File: config.mk
export PLATFORM = sky130hd
export DESIGN_NAME = scalar_kalman_update
export DESIGN_NICKNAME = d
export VERILOG_FILES = /design/src/hw/rtl/skf_pkg.sv /design/src/hw/rtl/skf_div.sv /design/src/hw/rtl/skf_mac.sv /design/src/hw/rtl/scalar_kalman_update.sv
export SDC_FILE = /design/constraint.sdc
export NUM_CORES = 1
export LEC_CHECK = 0
export BUFFER_PORTS_ARGS = -buffer_cell sky130_fd_sc_hd__buf_2
export CAP_MARGIN = 20
export CORE_UTILIZATION = 24
export DETAILED_ROUTE_END_ITERATION = 8
export PLACE_DENSITY = 0.45
export SETUP_SLACK_MARGIN = 0.15
export SLEW_MARGIN = 10
export SYNTH_ARGS = -nofsm -noshare
export SYNTH_HDL_FRONTEND = slang
export SYNTH_SLANG_ARGS = --single-unit
File: constraint.sdc
create_clock -name clk -period 11.4 [get_ports clk]
set_input_delay 1.14 -clock clk [delete_from_list [all_inputs] [get_ports clk]]
set_output_delay 1.14 -clock clk [all_outputs]
set_load 0.01 [all_outputs]
File: src/hw/rtl/skf_pkg.sv
package skf_pkg;

    // Default parameter values.
    localparam int DATA_WIDTH_DEF = 32;
    localparam int FRAC_BITS_DEF  = 16;

    // Gain format: unsigned Q0.16 plus the integer bit that represents exactly one.
    localparam int GAIN_BITS  = 16;
    localparam int QUOT_BITS  = GAIN_BITS + 1;
    localparam int STEP_W     = $clog2(QUOT_BITS + 1);

    // Reset values in whole units; shifted by FRAC_BITS at the top level.
    localparam int RESET_MEAS_VAR_UNITS = 3;
    localparam int RESET_VARIANCE_UNITS = 5;
    localparam int RESET_ESTIMATE_UNITS = 40;

    // Configuration register indexes.
    localparam int CFG_INDEX_W = 2;

    typedef enum logic [CFG_INDEX_W-1:0] {
        REG_MEAS_VAR = 2'd0,
        REG_INIT_VAR = 2'd1,
        REG_INIT_EST = 2'd2
    } skf_reg_t;

    // Sequencer states.
    typedef enum logic [1:0] {
        ST_IDLE,
        ST_RUN,
        ST_DONE
    } skf_state_t;

    // Control handed to the serial units.
    typedef struct packed {
        logic start;
        logic step;
    } skf_ctl_t;

endpackage

File: src/hw/rtl/skf_div.sv
// Bit-serial restoring divider: one gain bit per step, most significant first.
module skf_div #(
    parameter int DATA_WIDTH = skf_pkg::DATA_WIDTH_DEF
) (
    input  logic                             clk,
    input  logic                             rst_n,
    input  skf_pkg::skf_ctl_t                ctl,
    input  logic [DATA_WIDTH-1:0]            dividend,
    input  logic [DATA_WIDTH:0]              divisor,
    output logic                             q_bit,
    output logic [skf_pkg::QUOT_BITS-1:0]    quotient
);

    logic [DATA_WIDTH:0]            rem_reg;
    logic [DATA_WIDTH:0]            rem_next;
    logic [DATA_WIDTH:0]            div_reg;
    logic                           first_reg;
    logic                           first_next;
    logic                           qbit_reg;
    logic                           qbit_next;
    logic [skf_pkg::QUOT_BITS-1:0]  quot_reg;
    logic [skf_pkg::QUOT_BITS-1:0]  quot_next;
    logic [DATA_WIDTH+1:0]          trial;
    logic [DATA_WIDTH+1:0]          rem_after;
    logic                           take;

    // The first step compares the dividend itself; later steps shift first.
    // A zero divisor yields a zero gain.
    always_comb
    begin
        trial     = first_reg ? {1'b0, rem_reg} : {rem_reg, 1'b0};
        take      = (div_reg != '0) && (trial >= {1'b0, div_reg});
        rem_after = take ? (trial - {1'b0, div_reg}) : trial;
    end

    // Next values of the iteration registers.
    always_comb
    begin
        rem_next   = rem_reg;
        first_next = first_reg;
        qbit_next  = qbit_reg;
        quot_next  = quot_reg;
        if (ctl.start)
        begin
            rem_next   = {1'b0, dividend};
            first_next = 1'b1;
            qbit_next  = 1'b0;
            quot_next  = '0;
        end
        else if (ctl.step)
        begin
            rem_next   = rem_after[DATA_WIDTH:0];
            first_next = 1'b0;
            qbit_next  = take;
            quot_next  = {quot_reg[skf_pkg::QUOT_BITS-2:0], take};
        end
    end

    always_ff @(posedge clk or negedge rst_n)
    begin
        if (!rst_n)
        begin
            first_reg <= 1'b1;
            qbit_reg  <= 1'b0;
            quot_reg  <= '0;
        end
        else
        begin
            first_reg <= first_next;
            qbit_reg  <= qbit_next;
            quot_reg  <= quot_next;
        end
    end

    // The divisor is held while the divider runs; the remainder changes on each step.
    always_ff @(posedge clk)
    begin
        rem_reg <= rem_next;
        if (ctl.start)
        begin
            div_reg <= divisor;
        end
    end

    assign q_bit    = qbit_reg;
    assign quotient = quot_reg;

endmodule

File: src/hw/rtl/skf_mac.sv
// Bit-serial signed multiplier: takes the multiplier one bit per step,
// most significant first, and accumulates shift and add.
module skf_mac #(
    parameter int OP_W = skf_pkg::DATA_WIDTH_DEF + 1
) (
    input  logic                                   clk,
    input  skf_pkg::skf_ctl_t                      ctl,
    input  logic signed [OP_W-1:0]                 operand,
    input  logic                                   mult_bit,
    output logic signed [OP_W+skf_pkg::QUOT_BITS-1:0] product
);

    localparam int ACC_W = OP_W + skf_pkg::QUOT_BITS;

    logic signed [ACC_W-1:0] acc_reg;
    logic signed [ACC_W-1:0] acc_next;
    logic signed [ACC_W-1:0] addend;

    // Doubling the partial sum, then adding the operand when the bit is set.
    always_comb
    begin
        addend   = mult_bit ? ACC_W'(operand) : '0;
        acc_next = acc_reg;
        if (ctl.start)
        begin
            acc_next = '0;
        end
        else if (ctl.step)
        begin
            acc_next = (acc_reg <<< 1) + addend;
        end
    end

    always_ff @(posedge clk)
    begin
        acc_reg <= acc_next;
    end

    assign product = acc_reg;

endmodule

File: src/hw/rtl/scalar_kalman_update.sv
// Scalar Kalman estimator of a constant value, fixed point.
// Input channel (in_valid/in_ready, measurement): one signed measurement per item.
// Output channel (out_valid/out_ready): the new estimate, the new variance and
// the gain used for that item. Every input item gives exactly one result item.
// Configuration: cfg_write with cfg_index and cfg_data writes a register:
// 0 is the measurement variance, 1 loads the estimate variance, 2 loads
// the estimate. Index 3 is ignored. Write only while no item is in flight.
// Timing: the gain comes from a bit-serial divider, 17 quotient bits at one
// bit per cycle; two bit-serial multipliers take each gain bit in the cycle
// after the divider makes it. The block takes no new item while one is in
// flight: in_ready is high only while the block is idle.
// The result sits in an output register, so the block takes the next item
// while an earlier result waits; if that result is still not taken when the
// next one is done, the block holds the new result until out_ready is seen.
// Reset restores the measurement variance to 3.0, the estimate variance to 5.0
// and the estimate to 40.0, and empties the output register.
module scalar_kalman_update #(
    parameter int DATA_WIDTH = skf_pkg::DATA_WIDTH_DEF,
    parameter int FRAC_BITS  = skf_pkg::FRAC_BITS_DEF
) (
    input  logic                                clk,
    input  logic                                rst_n,
    input  logic                                cfg_write,
    input  logic [skf_pkg::CFG_INDEX_W-1:0]     cfg_index,
    input  logic [DATA_WIDTH-1:0]               cfg_data,
    input  logic                                in_valid,
    output logic                                in_ready,
    input  logic signed [DATA_WIDTH-1:0]        measurement,
    output logic                                out_valid,
    input  logic                                out_ready,
    output logic signed [DATA_WIDTH-1:0]        new_estimate,
    output logic [DATA_WIDTH-1:0]               new_variance,
    output logic [skf_pkg::QUOT_BITS-1:0]       kalman_gain
);

    localparam int OP_W  = DATA_WIDTH + 1;
    localparam int ACC_W = OP_W + skf_pkg::QUOT_BITS;
    localparam int SUM_W = DATA_WIDTH + 2;

    localparam logic [DATA_WIDTH-1:0] MEAS_VAR_RESET =
        DATA_WIDTH'(skf_pkg::RESET_MEAS_VAR_UNITS) << FRAC_BITS;
    localparam logic [DATA_WIDTH-1:0] VARIANCE_RESET =
        DATA_WIDTH'(skf_pkg::RESET_VARIANCE_UNITS) << FRAC_BITS;
    localparam logic [DATA_WIDTH-1:0] ESTIMATE_RESET =
        DATA_WIDTH'(skf_pkg::RESET_ESTIMATE_UNITS) << FRAC_BITS;
    localparam logic [skf_pkg::STEP_W-1:0] LAST_STEP =
        skf_pkg::STEP_W'(skf_pkg::QUOT_BITS);

    skf_pkg::skf_state_t state_reg;
    skf_pkg::skf_state_t state_next;

    logic [skf_pkg::STEP_W-1:0]     cnt_reg;
    logic [skf_pkg::STEP_W-1:0]     cnt_next;
    logic [DATA_WIDTH-1:0]          meas_var_reg;
    logic signed [DATA_WIDTH-1:0]   estimate_reg;
    logic [DATA_WIDTH-1:0]          variance_reg;
    logic signed [OP_W-1:0]         diff_reg;
    logic [DATA_WIDTH-1:0]          p_reg;
    logic                           out_valid_reg;
    logic                           out_valid_next;
    logic signed [DATA_WIDTH-1:0]   out_est_reg;
    logic [DATA_WIDTH-1:0]          out_var_reg;
    logic [skf_pkg::QUOT_BITS-1:0]  out_gain_reg;

    logic                           accept;
    logic                           finish;
    skf_pkg::skf_ctl_t              div_ctl;
    skf_pkg::skf_ctl_t              mac_ctl;
    logic [DATA_WIDTH:0]            sum_pr;
    logic                           q_bit;
    logic [skf_pkg::QUOT_BITS-1:0]  quotient;
    logic signed [ACC_W-1:0]        prod_x;
    logic signed [ACC_W-1:0]        prod_p;
    logic signed [SUM_W-1:0]        delta;
    logic signed [SUM_W-1:0]        est_sum;
    logic signed [DATA_WIDTH-1:0]   est_sat;
    logic [ACC_W-1:0]               var_full;
    logic [DATA_WIDTH-1:0]          var_new;

    // Serial units.
    skf_div #(
        .DATA_WIDTH (DATA_WIDTH)
    ) u_div (
        .clk      (clk),
        .rst_n    (rst_n),
        .ctl      (div_ctl),
        .dividend (variance_reg),
        .divisor  (sum_pr),
        .q_bit    (q_bit),
        .quotient (quotient)
    );

    skf_mac #(
        .OP_W (OP_W)
    ) u_mac_est (
        .clk      (clk),
        .ctl      (mac_ctl),
        .operand  (diff_reg),
        .mult_bit (q_bit),
        .product  (prod_x)
    );

    skf_mac #(
        .OP_W (OP_W)
    ) u_mac_var (
        .clk      (clk),
        .ctl      (mac_ctl),
        .operand  ($signed({1'b0, p_reg})),
        .mult_bit (q_bit),
        .product  (prod_p)
    );

    // Sum of the variances, the divisor of the gain.
    assign sum_pr = {1'b0, variance_reg} + {1'b0, meas_var_reg};

    // Next state of the sequencer.
    always_comb
    begin
        state_next = state_reg;
        cnt_next   = cnt_reg;
        unique case (state_reg)
            skf_pkg::ST_IDLE:
            begin
                cnt_next = '0;
                if (in_valid)
                begin
                    state_next = skf_pkg::ST_RUN;
                end
            end
            skf_pkg::ST_RUN:
            begin
                cnt_next = cnt_reg + 1'b1;
                if (cnt_reg == LAST_STEP)
                begin
                    state_next = skf_pkg::ST_DONE;
                end
            end
            skf_pkg::ST_DONE:
            begin
                if (!out_valid_reg || out_ready)
                begin
                    state_next = skf_pkg::ST_IDLE;
                end
            end
            default:
            begin
                state_next = skf_pkg::ST_IDLE;
            end
        endcase
    end

    // Sequencer outputs. Multipliers trail the divider by one step.
    always_comb
    begin
        in_ready     = 1'b0;
        finish       = 1'b0;
        div_ctl      = '0;
        mac_ctl      = '0;
        unique case (state_reg)
            skf_pkg::ST_IDLE:
            begin
                in_ready      = 1'b1;
                div_ctl.start = in_valid;
                mac_ctl.start = in_valid;
            end
            skf_pkg::ST_RUN:
            begin
                div_ctl.step = (cnt_reg < LAST_STEP);
                mac_ctl.step = (cnt_reg != '0);
            end
            skf_pkg::ST_DONE:
            begin
                finish = !out_valid_reg || out_ready;
            end
            default:
            begin
                in_ready = 1'b0;
            end
        endcase
    end

    assign accept = in_valid && in_ready;

    // Estimate update: floor of diff times gain, then saturate.
    always_comb
    begin
        delta   = prod_x[ACC_W-1:skf_pkg::GAIN_BITS];
        est_sum = SUM_W'(estimate_reg) + delta;
        if (est_sum[SUM_W-1:DATA_WIDTH-1] == '0 || est_sum[SUM_W-1:DATA_WIDTH-1] == '1)
        begin
            est_sat = est_sum[DATA_WIDTH-1:0];
        end
        else if (est_sum[SUM_W-1])
        begin
            est_sat = {1'b1, {(DATA_WIDTH-1){1'b0}}};
        end
        else
        begin
            est_sat = {1'b0, {(DATA_WIDTH-1){1'b1}}};
        end
    end

    // Variance update: (one - gain) times P, as P shifted up less P times gain.
    always_comb
    begin
        var_full = (ACC_W'(p_reg) << skf_pkg::GAIN_BITS) - $unsigned(prod_p);
        var_new  = var_full[DATA_WIDTH+skf_pkg::GAIN_BITS-1:skf_pkg::GAIN_BITS];
    end

    // Output register handshake.
    always_comb
    begin
        out_valid_next = out_valid_reg;
        if (finish)
        begin
            out_valid_next = 1'b1;
        end
        else if (out_ready)
        begin
            out_valid_next = 1'b0;
        end
    end

    // Control state and filter state.
    always_ff @(posedge clk or negedge rst_n)
    begin
        if (!rst_n)
        begin
            state_reg     <= skf_pkg::ST_IDLE;
            cnt_reg       <= '0;
            out_valid_reg <= 1'b0;
            meas_var_reg  <= MEAS_VAR_RESET;
            variance_reg  <= VARIANCE_RESET;
            estimate_reg  <= ESTIMATE_RESET;
        end
        else
        begin
            state_reg     <= state_next;
            cnt_reg       <= cnt_next;
            out_valid_reg <= out_valid_next;
            priority if (finish)
            begin
                estimate_reg <= est_sat;
                variance_reg <= var_new;
            end
            else if (cfg_write)
            begin
                unique case (cfg_index)
                    skf_pkg::REG_MEAS_VAR: meas_var_reg <= cfg_data;
                    skf_pkg::REG_INIT_VAR: variance_reg <= cfg_data;
                    skf_pkg::REG_INIT_EST: estimate_reg <= cfg_data;
                    default:               meas_var_reg <= meas_var_reg;
                endcase
            end
        end
    end

    // Operands held for the serial multipliers, and the result payload.
    always_ff @(posedge clk)
    begin
        if (accept)
        begin
            diff_reg <= OP_W'(measurement) - OP_W'(estimate_reg);
            p_reg    <= variance_reg;
        end
        if (finish)
        begin
            out_est_reg  <= est_sat;
            out_var_reg  <= var_new;
            out_gain_reg <= quotient;
        end
    end

    assign out_valid    = out_valid_reg;
    assign new_estimate = out_est_reg;
    assign new_variance = out_var_reg;
    assign kalman_gain  = out_gain_reg;

endmodule

==> impl_summary.log, run 1 <==
[metrics] area of all sequential standard cells: approximately 0.011 sq mm
[metrics] via count of the first global-routing pass: about 24,000
[metrics] horizontal die dimension: roughly 350 um
[metrics] clock skew after layout: around 0.016 ns
[metrics] crit path capture type: flop
[metrics] Syn Nets: 3,530
[metrics] LEAKAGE: approximately 0.014 uW
[metrics] Max transition margin: 28.65%
[metrics] Row Count: ~130
[metrics] growth of design area from synthesis to finish: 14.98%
[metrics] slowest library cell on the worst path: sky130_fd_sc_hd__dfstp_2
[metrics] RePlAce Congestion: between 0.8 and 0.9
[metrics] worst min-delay path class: flop to flop
[metrics] count of TritonRoute iterations in the first routing pass: 7
[metrics] H-tree level count: 2
[metrics] Crit path required time: around 12 ns
[metrics] Sink Count: 432
[metrics] Post-DP HPWL: 72,700 um
[metrics] wire length of the first global-routing pass: about 140,000 um
[metrics] initial core utilization: 24.33%
[metrics] Seq/Total Area, Yosys: around two fifths
[metrics] DRC Markers: 0
[metrics] portion of synthesized cell area occupied by the leading cell type: 21.63%
[metrics] synthesized area: around 0.03 sq mm
[metrics] final period demand of the worst path: ~5 ns
[metrics] number of CTS-inserted buffers: 55
[metrics] TritonCTS clock tree: built
[metrics] mux cell area share after synthesis: 4.488%
[metrics] final wirelength: roughly 95,000 um
[metrics] sum of internal, switching and leakage power: approximately 12,000 uW
[metrics] placed inst area: 0.03179 sq mm
[metrics] data arrival time of the critical path: roughly 5.3 ns
[metrics] most congested layer reported by global routing: met2
[metrics] most frequent cell after synthesis: sky130_fd_sc_hd__nand2_1
[metrics] vias per std cell: between 4 and 5
[metrics] Clock Latency Late Sink: 0.63 ns
[metrics] biggest area consumer among synthesized cells: sky130_fd_sc_hd__edfxtp_1
[metrics] Final Net Count: between 3,000 and 4,000
[metrics] fraction of met3 tracks used by global routing: ~2.1%
[metrics] number of synthesized flops with an enable pin: roughly 210
[metrics] via total after detailed routing: ~24,000
[metrics] cells taking the most area after synthesis: sky130_fd_sc_hd__edfxtp_1 (22%), sky130_fd_sc_hd__ha_1 (10%), sky130_fd_sc_hd__dfrtp_1 (9.8%)
[metrics] number of port buffers: about 150
[metrics] cell area after layout: between 0.03 and 0.04 sq mm
[metrics] status: finished clean
[metrics] GR met2 Demand/Resource: 23.98%
[metrics] ys flop type: sky130_fd_sc_hd__edfxtp_1
[metrics] DIE AREA: about 0.12 sq mm
[metrics] leading cell types by count after synthesis: sky130_fd_sc_hd__nand2_1 (407), sky130_fd_sc_hd__a21oi_1 (296), sky130_fd_sc_hd__ha_1 (243), sky130_fd_sc_hd__edfxtp_1 (211), sky130_fd_sc_hd__o21ai_0 (196)
[metrics] number of synthesis warnings: 0
[metrics] Post-CTS Repair Setup Buffers: 0
[metrics] Pwr Density: 341.7 mW/mm^2
[metrics] maximum clock frequency: 200.2 MHz
[metrics] Multi-input gate area: 0.01683 sq mm
[metrics] number of hold-repair buffers added at the cts stage: 0
[metrics] number of standard cells after synthesis: 3,210
[metrics] Post-Synth XOR/XNOR Area: about 6.4%
[metrics] gr ovfl total: 0
[metrics] final critical-path share of the clock period: around 44%
[metrics] fraction of registers with async set or reset after synthesis: 28.24%
[metrics] combinational family with the most area after synthesis: compound AO/OA/AOI/OAI gates
[metrics] number of nets with antenna violations after detailed routing: 0
[metrics] clock root buffer master: sky130_fd_sc_hd__clkbuf_16
[metrics] sequence of cells on the critical path: buf_4 > mux2_2 > fa_1 > a21o_1 > a221oi_1 > o22ai_1 > o21ai_1 > o2111ai_1 > a31oi_1 > nor2_4 > buf_4 > or3_1 > o21ai_0 > a31oi_1
[metrics] Inserted Diodes: 0
[metrics] setup repair after global routing missed its margin: no
[metrics] worst setup path class: flop to flop
[metrics] initial antenna violation count: 12
[metrics] final hold violation count: 0
[metrics] synthesized-area fraction occupied by ao, oa, aoi and oai cells: 20.22%
[metrics] number of different library cells in the post-synthesis netlist: 84
[metrics] highest net fanout along the worst path: 34
[metrics] synthesized-area fraction occupied by adder cells: 10.79%
[metrics] Largest register FFs: 50
[metrics] Pins Over Slew Limit: 0
[metrics] met1 GRT Util: between 20 and 25%
[metrics] final setup violation count: 0
[metrics] wire per inst: about 19 um
[metrics] Gates resized, CTS repair: 0
[metrics] fraction of the mapped netlist area in simple logic gates: 15.34%
[metrics] clock transition time at the flip-flop clock pins of the worst setup and hold paths: around 0.06 ns
[metrics] CP max stage delay: between 0.5 and 0.6 ns
[metrics] pin count of the biggest net entering global routing: 84
[metrics] synthesized flop and latch total: 432
[metrics] initial DRC count: 1,306
[metrics] Worst Tran Pin Value: between 1 and 1.5 ns
[metrics] type of origin of the critical path: flop
[metrics] maximum clock path buffer count: 3
[metrics] DIE HEIGHT: about 350 um
[metrics] fraction of layout cells with a size suffix above 1: about 11%
[metrics] layout filler cell count: 12,990
[metrics] Tot GR Track Use: 15.20%
[metrics] Max VDD drop: roughly 170 uV
[metrics] number of max-cap violations: 0
[metrics] area inside the core boundary: between 0.1 and 0.15 sq mm
[metrics] per-instance average area after synthesis: roughly 9.1 sq um
[metrics] total I/O pin count: 154
[metrics] sum of negative setup slack: 0 ns
==> routing by layer <==
layer,part of all wire [%],up-vias,routed length [um]
li1,-,11850,-
met1,49,11560,46690
met2,44,466,42260
met3,4.4,122,4181
met4,2.0,4,1906
met5,0.027,-,26
==> critical path, delay by kind of cell, from the launching register on <==
kind                       cells  cell delay (ns)
DFF                            1             0.51
buffers and inverters          2             0.75
AOI/OAI and AO/OA              8             1.99
and+or+nand+nor                2             0.55
adders and majority gates      1             0.45
muxes                          1             0.44
==> cells in the final DEF, fill, tap and decap left out, drive strengths merged, types with 20 or more instances in the layout <==
cell type	n
nand2	407
a21oi	296
ha	243
edfxtp	211
o21ai	202
nor2	181
inv	179
buf	170
xnor2	152
a21o	122
dfrtp	115
dfxtp	99
and2	81
nand3	73
clkbuf	73
mux2	67
xor2	61
mux2i	56
nor3	53
o21a	38
a211oi	35
and3	32
o21bai	28
a31oi	28
nand4	27
nor2b	26
a32oi	24
nand2b	23
clkinv	20
==> through the flow <==
step | std cells | hold slack (ns) | setup WS [ns] | utilization, %
floorplan | 3210 | 0.4248 | 6.428 | -
global placement | 4866 | 0.4362 | 6.433 | 26.39
detailed placement | 4866 | 0.4337 | 6.447 | 26.39
CTS | 4970 | 0.4338 | 6.420 | 27.97
global route | 4970 | 0.4402 | 6.090 | 27.97
finish | 4970 | 0.4401 | 6.406 | 27.97
==> where the power goes <==
| group | internal [uW] | switching (uW) | leakage (uW) |
|---|---|---|---|
| combinational | 2680 | 4200 | 0.00925 |
| sequential | 2400 | 407 | 0.00423 |
| clock | 1070 | 755 | 0.000938 |
| total | 6150 | 5360 | 0.0144 |
==> cell families (layout without fill, tap and decap cells) <==
family	Yosys count	in the layout
and+or+nand+nor	971	971
muxes	123	123
buffers and inverters	299	447
adders and majority gates	249	249
AOI/OAI and AO/OA	923	923
DFF	432	432
xor gates and xnor gates	213	213
==> worst paths after layout <==
check	startpoint	to	slack (ns)	cells past startpoint
setup / recovery	u_div.first_reg$_DFFE_PN1P_	u_div.rem_reg[31]$_DFFE_PP_	6.41	14
hold / removal	u_div.quotient[16]$_DFFE_PN0P_	kalman_gain[16]$_DFFE_PP_	0.44	0
setup reg to reg	u_div.first_reg$_DFFE_PN1P_	u_div.rem_reg[31]$_DFFE_PP_	6.41	14
hold reg to reg	u_div.quotient[16]$_DFFE_PN0P_	kalman_gain[16]$_DFFE_PP_	0.44	0
max in group asynchronous	rst_n	u_div.quotient[0]$_DFFE_PN0P_	9.47	2
min in group asynchronous	rst_n	out_valid$_DFFE_PN0P_	0.50	1
==> cell type report <==
type,instances,area share [%]
Multi-Input combinational cell,2479,49.96
Sequential cell,432,33.78
Tap cell,1612,5.987
Clock buffer,73,4.780
Timing Repair Buffer,170,2.670
Inverter,173,1.957
Clock inverter,31,0.8617
No activity file was read; power rests on OpenSTA's default activity.
==> run 2: changes to the inputs <==
- clock period: 11.4 -> 5 ns (I/O delays scaled with it)
==> impl_summary.log, run 2 (synthesis gave the netlist of run 1 again) <==
[metrics] status: finished clean
[metrics] number of buffers and inverters on the critical path: 1
[metrics] TritonCTS clock tree: built
[metrics] vias per std cell: 4.841
[metrics] total I/O pin count: roughly 150
[metrics] DIE AREA: about 0.12 sq mm
[metrics] worst min-delay path class: primary input to flop
[metrics] final hold violation count: 0
[metrics] worst min-delay path endpoint: state_reg[0]$_DFFE_PN0P_
[metrics] Pwr Density: about 780 mW/mm^2
[metrics] final period demand of the worst path: about 4.5 ns
[metrics] initial DRC count: around 1,600
[metrics] Sink Count: between 400 and 500
[metrics] initial antenna violation count: 8
[metrics] cell depth of the worst flop-to-flop path: 13
[metrics] highest net fanout along the worst path: 19
[metrics] worst setup path class: flop to flop
[metrics] Final Net Count: 3,655
[metrics] startpoint of the worst hold path: in_valid
[metrics] Crit. path cell count: 13
[metrics] most common cell type on the critical path: sky130_fd_sc_hd__a31oi_1
[metrics] most frequent cells in the layout: sky130_fd_sc_hd__nand2_1 (406), sky130_fd_sc_hd__a21oi_1 (295), sky130_fd_sc_hd__ha_1 (243), sky130_fd_sc_hd__edfxtp_1 (211), sky130_fd_sc_hd__o21ai_0 (196)
[metrics] via total after detailed routing: between 20,000 and 25,000
[metrics] CP max stage delay: 0.85 ns
[metrics] Max VDD drop: 711.3 uV
[metrics] maximum clock path buffer count: 3
[metrics] Post-DP HPWL: approximately 75,000 um
[metrics] gr ovfl total: 0
[metrics] Gates resized, CTS repair: 0
[metrics] type of origin of the critical path: flop
[metrics] Setup Slack @ Placement: between 0.4 and 0.5 ns
[metrics] layout filler cell count: 13,030
[metrics] Crit path required time: about 5.4 ns
[metrics] Hold Crit Depth: 2
[metrics] DRC Markers: 0
[metrics] count of TritonRoute iterations in the first routing pass: 5
[metrics] cell area after layout: between 0.03 and 0.04 sq mm
[metrics] placed inst area: around 0.032 sq mm
[metrics] RePlAce Congestion: roughly 0.9
[metrics] pin count of the biggest net entering global routing: between 100 and 150
[metrics] LEAKAGE: about 0.015 uW
[metrics] Clock Latency Late Sink: roughly 0.66 ns
[metrics] wire length of the first global-routing pass: 146,600 um
[metrics] growth of design area from synthesis to finish: 15.66%
[metrics] final setup violation count: 0
[metrics] final design utilization: between 20 and 30%
[metrics] final wirelength: 97,050 um
[metrics] area inside the core boundary: approximately 0.12 sq mm
[metrics] setup repair after global routing missed its margin: no
[metrics] horizontal die dimension: 351.4 um
[metrics] number of nets with antenna violations after detailed routing: 0
[metrics] Pins Over Slew Limit: 0
[metrics] kind of cell adding the most delay to the critical path: compound AO/OA/AOI/OAI gates
[metrics] number of port buffers: 153
[metrics] clock skew after layout: 0.04255 ns
[metrics] most frequent standard cell in the layout excluding fill and tap cells: sky130_fd_sc_hd__nand2_1
[metrics] R2R setup slack: 0.51 ns
[metrics] clock root buffer master: sky130_fd_sc_hd__clkbuf_16
[metrics] maximum clock frequency: ~220 MHz
[metrics] initial core utilization: between 20% and 30%
[metrics] Row Count: around 130
[metrics] Max transition margin: about a third
[metrics] wire per inst: between 15 and 20 um
[metrics] sum of negative setup slack: 0 ns
[metrics] Tot GR Track Use: 15.59%
[metrics] number of CTS-inserted buffers: 53
[metrics] Largest register FFs: 50
[metrics] H-tree level count: 2
[metrics] slowest library cell on the worst path: sky130_fd_sc_hd__dfstp_2
[metrics] number of max-cap violations: 0
[metrics] Worst Tran Pin Value: 0.9722 ns
[metrics] crit path capture type: flop
[metrics] capturing point of the worst reg2reg path: u_div.rem_reg[31]$_DFFE_PP_
[metrics] DIE HEIGHT: around 350 um
[metrics] data arrival time of the critical path: around 4.8 ns
[metrics] clock transition time at the flip-flop clock pins of the worst setup and hold paths: around 0.060 ns
[metrics] R2R Path Start: u_div.first_reg$_DFFE_PN1P_
[metrics] final critical-path share of the clock period: between 80% and 90%
[metrics] fraction of layout cells with a size suffix above 1: 11.57%
[metrics] final critical-path setup slack: 0.5095 ns
[metrics] sequence of cells on the critical path: mux2_2 > fa_1 > a21o_1 > a221oi_1 > o22ai_1 > o21ai_1 > o2111ai_1 > a31oi_1 > nor2_4 > buf_4 > or3_1 > o21ai_0 > a31oi_1
[metrics] via count of the first global-routing pass: ~24,000
==> run 2: repair_timing <==
item,CTS,global route
hold buffers,1,0
setup buffers,0,5
setup endpoints to repair,0,4
hold endpoints to repair,59,0
==> run 2: routing by layer <==
layer / track usage, % / wire length, um
met3: 2.068 / 4173
met5: 0 / 0
met4: 4.064 / 2078
met1: 22.10 / 47700
met2: 24.75 / 43090
==> run 2: area by class of cell <==
cell class	instances	area (sq um)	area share, %
timing repair buffer	196	1172	3.459
inverter	173	659.4	1.946
tap	1612	2017	5.952
multi-input combinational	2479	16830	49.67
sequential	432	11380	33.58
clock inverter	24	247.7	0.7310
antenna	1	2.502	0.007384
clock buffer	76	1578	4.656
==> run 2: worst max-delay path by stage <==
stage / start / endpoint / slack (ns)
floorplan: state_reg[1]$_DFFE_PN0P_ / diff_reg[0]$_DFFE_PP_ / 0.37
global placement: u_div.first_reg$_DFFE_PN1P_ / u_div.rem_reg[18]$_DFFE_PP_ / 0.46
detailed placement: u_div.first_reg$_DFFE_PN1P_ / u_div.rem_reg[7]$_DFFE_PP_ / 0.43
CTS: u_div.first_reg$_DFFE_PN1P_ / u_div.rem_reg[7]$_DFFE_PP_ / 0.41
global route: u_div.first_reg$_DFFE_PN1P_ / u_div.rem_reg[31]$_DFFE_PP_ / 0.25
finish: u_div.first_reg$_DFFE_PN1P_ / u_div.rem_reg[31]$_DFFE_PP_ / 0.51
==> run 2: stage by stage <==
| step | instances | total power (uW) | hold slack (ns) |
|---|---|---|---|
| after detailed placement | 4885 | 22280 | 0.4379 |
| after global placement | 4885 | 22270 | 0.4454 |
| after global routing | 4993 | 28640 | 0.1101 |
| final | 4993 | 26380 | 0.1336 |
| after CTS | 4986 | 26520 | 0.07917 |
| after floorplan | 3210 | 17780 | 0.2044 |
==> run 2: power breakdown <==
group	leakage (uW)	switching, uW	internal [uW]
registers	0.00423	1000	5460
clock network	0.000894	1660	2400
logic	0.00940	9500	6350
total	0.0145	12200	14200
==> run 3: changes to the inputs <==
- ABC_AREA: default -> 1
==> impl_summary.log, run 3 <==
[metrics] number of synthesized flops with an enable pin: roughly 210
[metrics] number of CTS-inserted buffers: 53
[metrics] maximum clock path buffer count: 3
[metrics] Gates resized, CTS repair: 0
[metrics] gr ovfl total: 0
[metrics] type of origin of the critical path: flop
[metrics] fraction of layout cells with a size suffix above 1: under 10%
[metrics] Clk network pwr share: a little over an eighth
[metrics] via total after detailed routing: 33,160
[metrics] number of nets with antenna violations after detailed routing: 0
[metrics] Worst setup startpoint: u_div.quotient[0]$_DFFE_PN0P_
[metrics] LEAKAGE: 0.01866 uW
[metrics] TritonCTS clock tree: built
[metrics] most congested layer reported by global routing: met2
[metrics] sum of negative setup slack: 0 ns
[metrics] biggest area consumer among synthesized cells: sky130_fd_sc_hd__edfxtp_1
[metrics] Tot GR Track Use: a little under a fifth
[metrics] internal portion of total power: between 10,000 and 15,000 uW
[metrics] GR met2 Demand/Resource: 29.96%
[metrics] number of synthesis warnings: 0
[metrics] Max VDD drop: approximately 370 uV
[metrics] H-tree level count: 2
[metrics] synthesized area: roughly 0.034 sq mm
[metrics] wire length of the first global-routing pass: 205,800 um
[metrics] data arrival time of the critical path: 4.19 ns
[metrics] initial antenna violation count: 11
[metrics] fraction of met3 tracks used by global routing: between 3 and 4%
[metrics] combinational cell fraction of total power: between 60% and 70%
[metrics] final period demand of the worst path: around 3.6 ns
[metrics] share of total power consumed by net switching: a little over half
[metrics] count of TritonRoute iterations in the first routing pass: 6
[metrics] switching power: around 16,000 uW
[metrics] leading cell types by count after synthesis: sky130_fd_sc_hd__nand2_1 (1,279), sky130_fd_sc_hd__inv_1 (834), sky130_fd_sc_hd__nor2_1 (564), sky130_fd_sc_hd__a21oi_1 (350), sky130_fd_sc_hd__o21ai_0 (308)
[metrics] most frequent cell after synthesis: sky130_fd_sc_hd__nand2_1
[metrics] capturing point of the worst reg2reg path: u_mac_est.product[49]$_SDFFE_PP0P_
[metrics] worst setup path class: flop to flop
[metrics] DIE HEIGHT: roughly 380 um
[metrics] cell depth of the worst flop-to-flop path: 14
[metrics] met1 GRT Util: between 20% and 30%
[metrics] clock root buffer master: sky130_fd_sc_hd__clkbuf_16
[metrics] most frequent standard cell in the layout excluding fill and tap cells: sky130_fd_sc_hd__nand2_1
[metrics] per-instance average area after synthesis: roughly 6.9 sq um
[metrics] R2R setup slack: approximately 1.4 ns
[metrics] Largest register FFs: 50
[metrics] Placed Instances: around 7,000
[metrics] pin count of the biggest net entering global routing: 152
[metrics] total I/O pin count: approximately 150
[metrics] area inside the core boundary: roughly 0.14 sq mm
[metrics] synthesized flop and latch total: about 430
[metrics] Sink Count: 432
[metrics] highest net fanout along the worst path: 16
[metrics] cells taking the most area after synthesis: sky130_fd_sc_hd__edfxtp_1 (18%), sky130_fd_sc_hd__nand2_1 (14%), sky130_fd_sc_hd__inv_1 (9.1%)
[metrics] DIE AREA: approximately 0.14 sq mm
[metrics] final wirelength: between 100,000 and 150,000 um
[metrics] fraction of registers with async set or reset after synthesis: between 20% and 30%
[metrics] Syn Nets: 5,326
[metrics] DRC Markers: 0
[metrics] Post-Layout Cell Count: slightly above 7,000
[metrics] Pwr Density: between 700 and 800 mW/mm^2
[metrics] vias per std cell: 4.681
[metrics] maximum clock frequency: 274.8 MHz
[metrics] portion of synthesized cell area occupied by the leading cell type: a little under a fifth
[metrics] Seq/Total Area, Yosys: between 30% and 40%
[metrics] growth of design area from synthesis to finish: 13.73%
[metrics] Pins Over Slew Limit: 0
[metrics] final setup violation count: 0
[metrics] worst min-delay path class: primary input to flop
[metrics] clock transition time at the flip-flop clock pins of the worst setup and hold paths: about 0.080 ns
[metrics] Crit path required time: between 5 and 6 ns
[metrics] Post-DP HPWL: 117,000 um
[metrics] Row Count: roughly 140
[metrics] setup repair after global routing missed its margin: no
[metrics] horizontal die dimension: approximately 380 um
[metrics] number of standard cells after synthesis: 5,006
[metrics] most frequent cells in the layout: sky130_fd_sc_hd__nand2_1 (1,277), sky130_fd_sc_hd__inv_1 (833), sky130_fd_sc_hd__nor2_1 (562), sky130_fd_sc_hd__a21oi_1 (350), sky130_fd_sc_hd__o21ai_0 (308)
[metrics] clock skew after layout: 0.05854 ns
[metrics] wire per inst: 19.94 um
[metrics] crit path capture type: flop
[metrics] endpoint of the worst setup timing path: u_mac_est.product[49]$_SDFFE_PP0P_
[metrics] Max transition margin: between 30% and 40%
[metrics] initial DRC count: about 2,600
[metrics] status: finished clean
[metrics] final critical-path share of the clock period: 72.79%
[metrics] ys flop type: sky130_fd_sc_hd__edfxtp_1
[metrics] via count of the first global-routing pass: approximately 32,000
[metrics] number of port buffers: approximately 150
[metrics] RePlAce Congestion: 0.9631
[metrics] initial core utilization: 24.20%
[metrics] final hold violation count: 0
[metrics] Clock Latency Late Sink: 0.68 ns
[metrics] Final Net Count: around 5,500
[metrics] R2R Path Start: u_div.quotient[0]$_DFFE_PN0P_
[metrics] layout filler cell count: ~16,000
[metrics] Worst Tran Pin Value: ~0.91 ns
[metrics] number of different library cells in the post-synthesis netlist: 57
[metrics] number of max-cap violations: 0
[metrics] proportion of power drawn by flip-flops and latches: a little over a fifth
run 3: cell types whose count changed in the layout (fill, tap and decap cells not counted), moves of 52 or more:
cell                      before   now
sky130_fd_sc_hd__nand2_1     406  1277
sky130_fd_sc_hd__inv_1       171   833
sky130_fd_sc_hd__nor2_1      179   562
sky130_fd_sc_hd__nand3_1      73   282
sky130_fd_sc_hd__o21ai_0     196   308
sky130_fd_sc_hd__a21o_1      122    26
sky130_fd_sc_hd__xnor2_1     152    57
sky130_fd_sc_hd__and2_1       81     9
sky130_fd_sc_hd__mux2i_1      56     0
sky130_fd_sc_hd__a21oi_1     295   350
sky130_fd_sc_hd__xor2_1       61   113
run 3: worst max-delay path, stage by stage, from the launching register on:
cell and delay (ns):
sky130_fd_sc_hd__dfrtp_2 0.74, sky130_fd_sc_hd__buf_4 0.32, sky130_fd_sc_hd__nand2_1 0.17, sky130_fd_sc_hd__inv_1 0.10, sky130_fd_sc_hd__ha_1 0.28, sky130_fd_sc_hd__a21oi_1 0.30
sky130_fd_sc_hd__o21ai_0 0.22, sky130_fd_sc_hd__a21oi_1 0.40, sky130_fd_sc_hd__nor2_1 0.11, sky130_fd_sc_hd__o21ai_0 0.30, sky130_fd_sc_hd__nand3_1 0.12, sky130_fd_sc_hd__nand2_1 0.08
sky130_fd_sc_hd__nand3_1 0.18, sky130_fd_sc_hd__nand2_1 0.13, sky130_fd_sc_hd__inv_1 0.04
run 3: metal layers:
layer  vias up  part of all wire, %  routed length [um]
met2       871                   44               62150
met1     15620                   46               65530
li1      16520                    -                   -
met4         0                  3.0                4205
met5         -                    0                   0
met3       157                  6.6                9369
run 3: timing repair:
| item | 4_1_cts | 5_1_grt |
|---|---|---|
| endpoints found under the setup margin | 0 | 0 |
| hold buffers | 1 | 0 |
| endpoints found under the hold margin | 74 | 0 |
| buffers inserted | 0 | 0 |
run 3: power by group through the flow:
stage	clock [uW]	sequential, uW	combinational [uW]
6_report	3950	6360	19400
5_1_grt	4190	6470	21700
4_1_cts	4060	6370	19300
3_5_place_dp	0	6430	19200
3_3_place_gp	0	6440	19200
2_1_floorplan	0	5940	13400
run 3: area by class of cell:
class | instances | area (sq um) | share of cell area, %
diodes | 2 | 5.005 | 0.01283
clock buffers | 69 | 1449 | 3.714
clock inverters | 31 | 296.5 | 0.7601
inverters | 840 | 3166 | 8.114
multi-input cells | 3642 | 19350 | 49.60
flip-flops and latches | 432 | 11380 | 29.17
well taps | 1890 | 2365 | 6.062
repair buffers | 178 | 999.7 | 2.563
run 3: logic make-up (layout without fill, tap and decap cells):
group                    Yosys count  in the layout  synth area share [%]
AO/OA/AOI/OAI                    852            852                 13.69
AND/OR/NAND/NOR                 2339           2339                 28.06
buffers and inverters            932           1118                 10.47
other                              0              2                     0
XOR/XNOR                         170            170                 4.341
adder cells (fa/ha/maj)          249            249                 9.214
flip-flops                       432            432                 33.17
multiplexers                      32             32                 1.050
run 3: worst min path at each step:
stage                              startpoint                     endpoint  cells after the start
4_1_cts                           cfg_data[3]  meas_var_reg[3]$_DFFE_PN0P_                      2
3_3_place_gp   u_div.quotient[14]$_DFFE_PN0P_    kalman_gain[14]$_DFFE_PP_                      0
6_report                          cfg_data[3]  meas_var_reg[3]$_DFFE_PN0P_                      2
2_1_floorplan                           rst_n       cnt_reg[0]$_DFFE_PN0P_                      0
5_1_grt                           cfg_data[2]  meas_var_reg[2]$_DFFE_PN0P_                      2
3_5_place_dp    u_div.quotient[5]$_DFFE_PN0P_     kalman_gain[5]$_DFFE_PP_                      0
run 3: through the flow:
| step | hold WS (ns) | power (uW) | cell area, sq um | worst slack, ns | utilization (%) |
|---|---|---|---|---|---|
| after floorplan | 0.2044 | 19330 | 34300 | 0.4505 | - |
| after global placement | 0.4317 | 25680 | 37250 | 1.383 | 26.28 |
| after detailed placement | 0.4297 | 25630 | 37250 | 1.396 | 26.28 |
| after CTS | 0.04440 | 29750 | 39010 | 1.396 | 27.52 |
| after global routing | 0.08016 | 32330 | 39010 | 1.051 | 27.52 |
| final | 0.09402 | 29670 | 39010 | 1.361 | 27.52 |
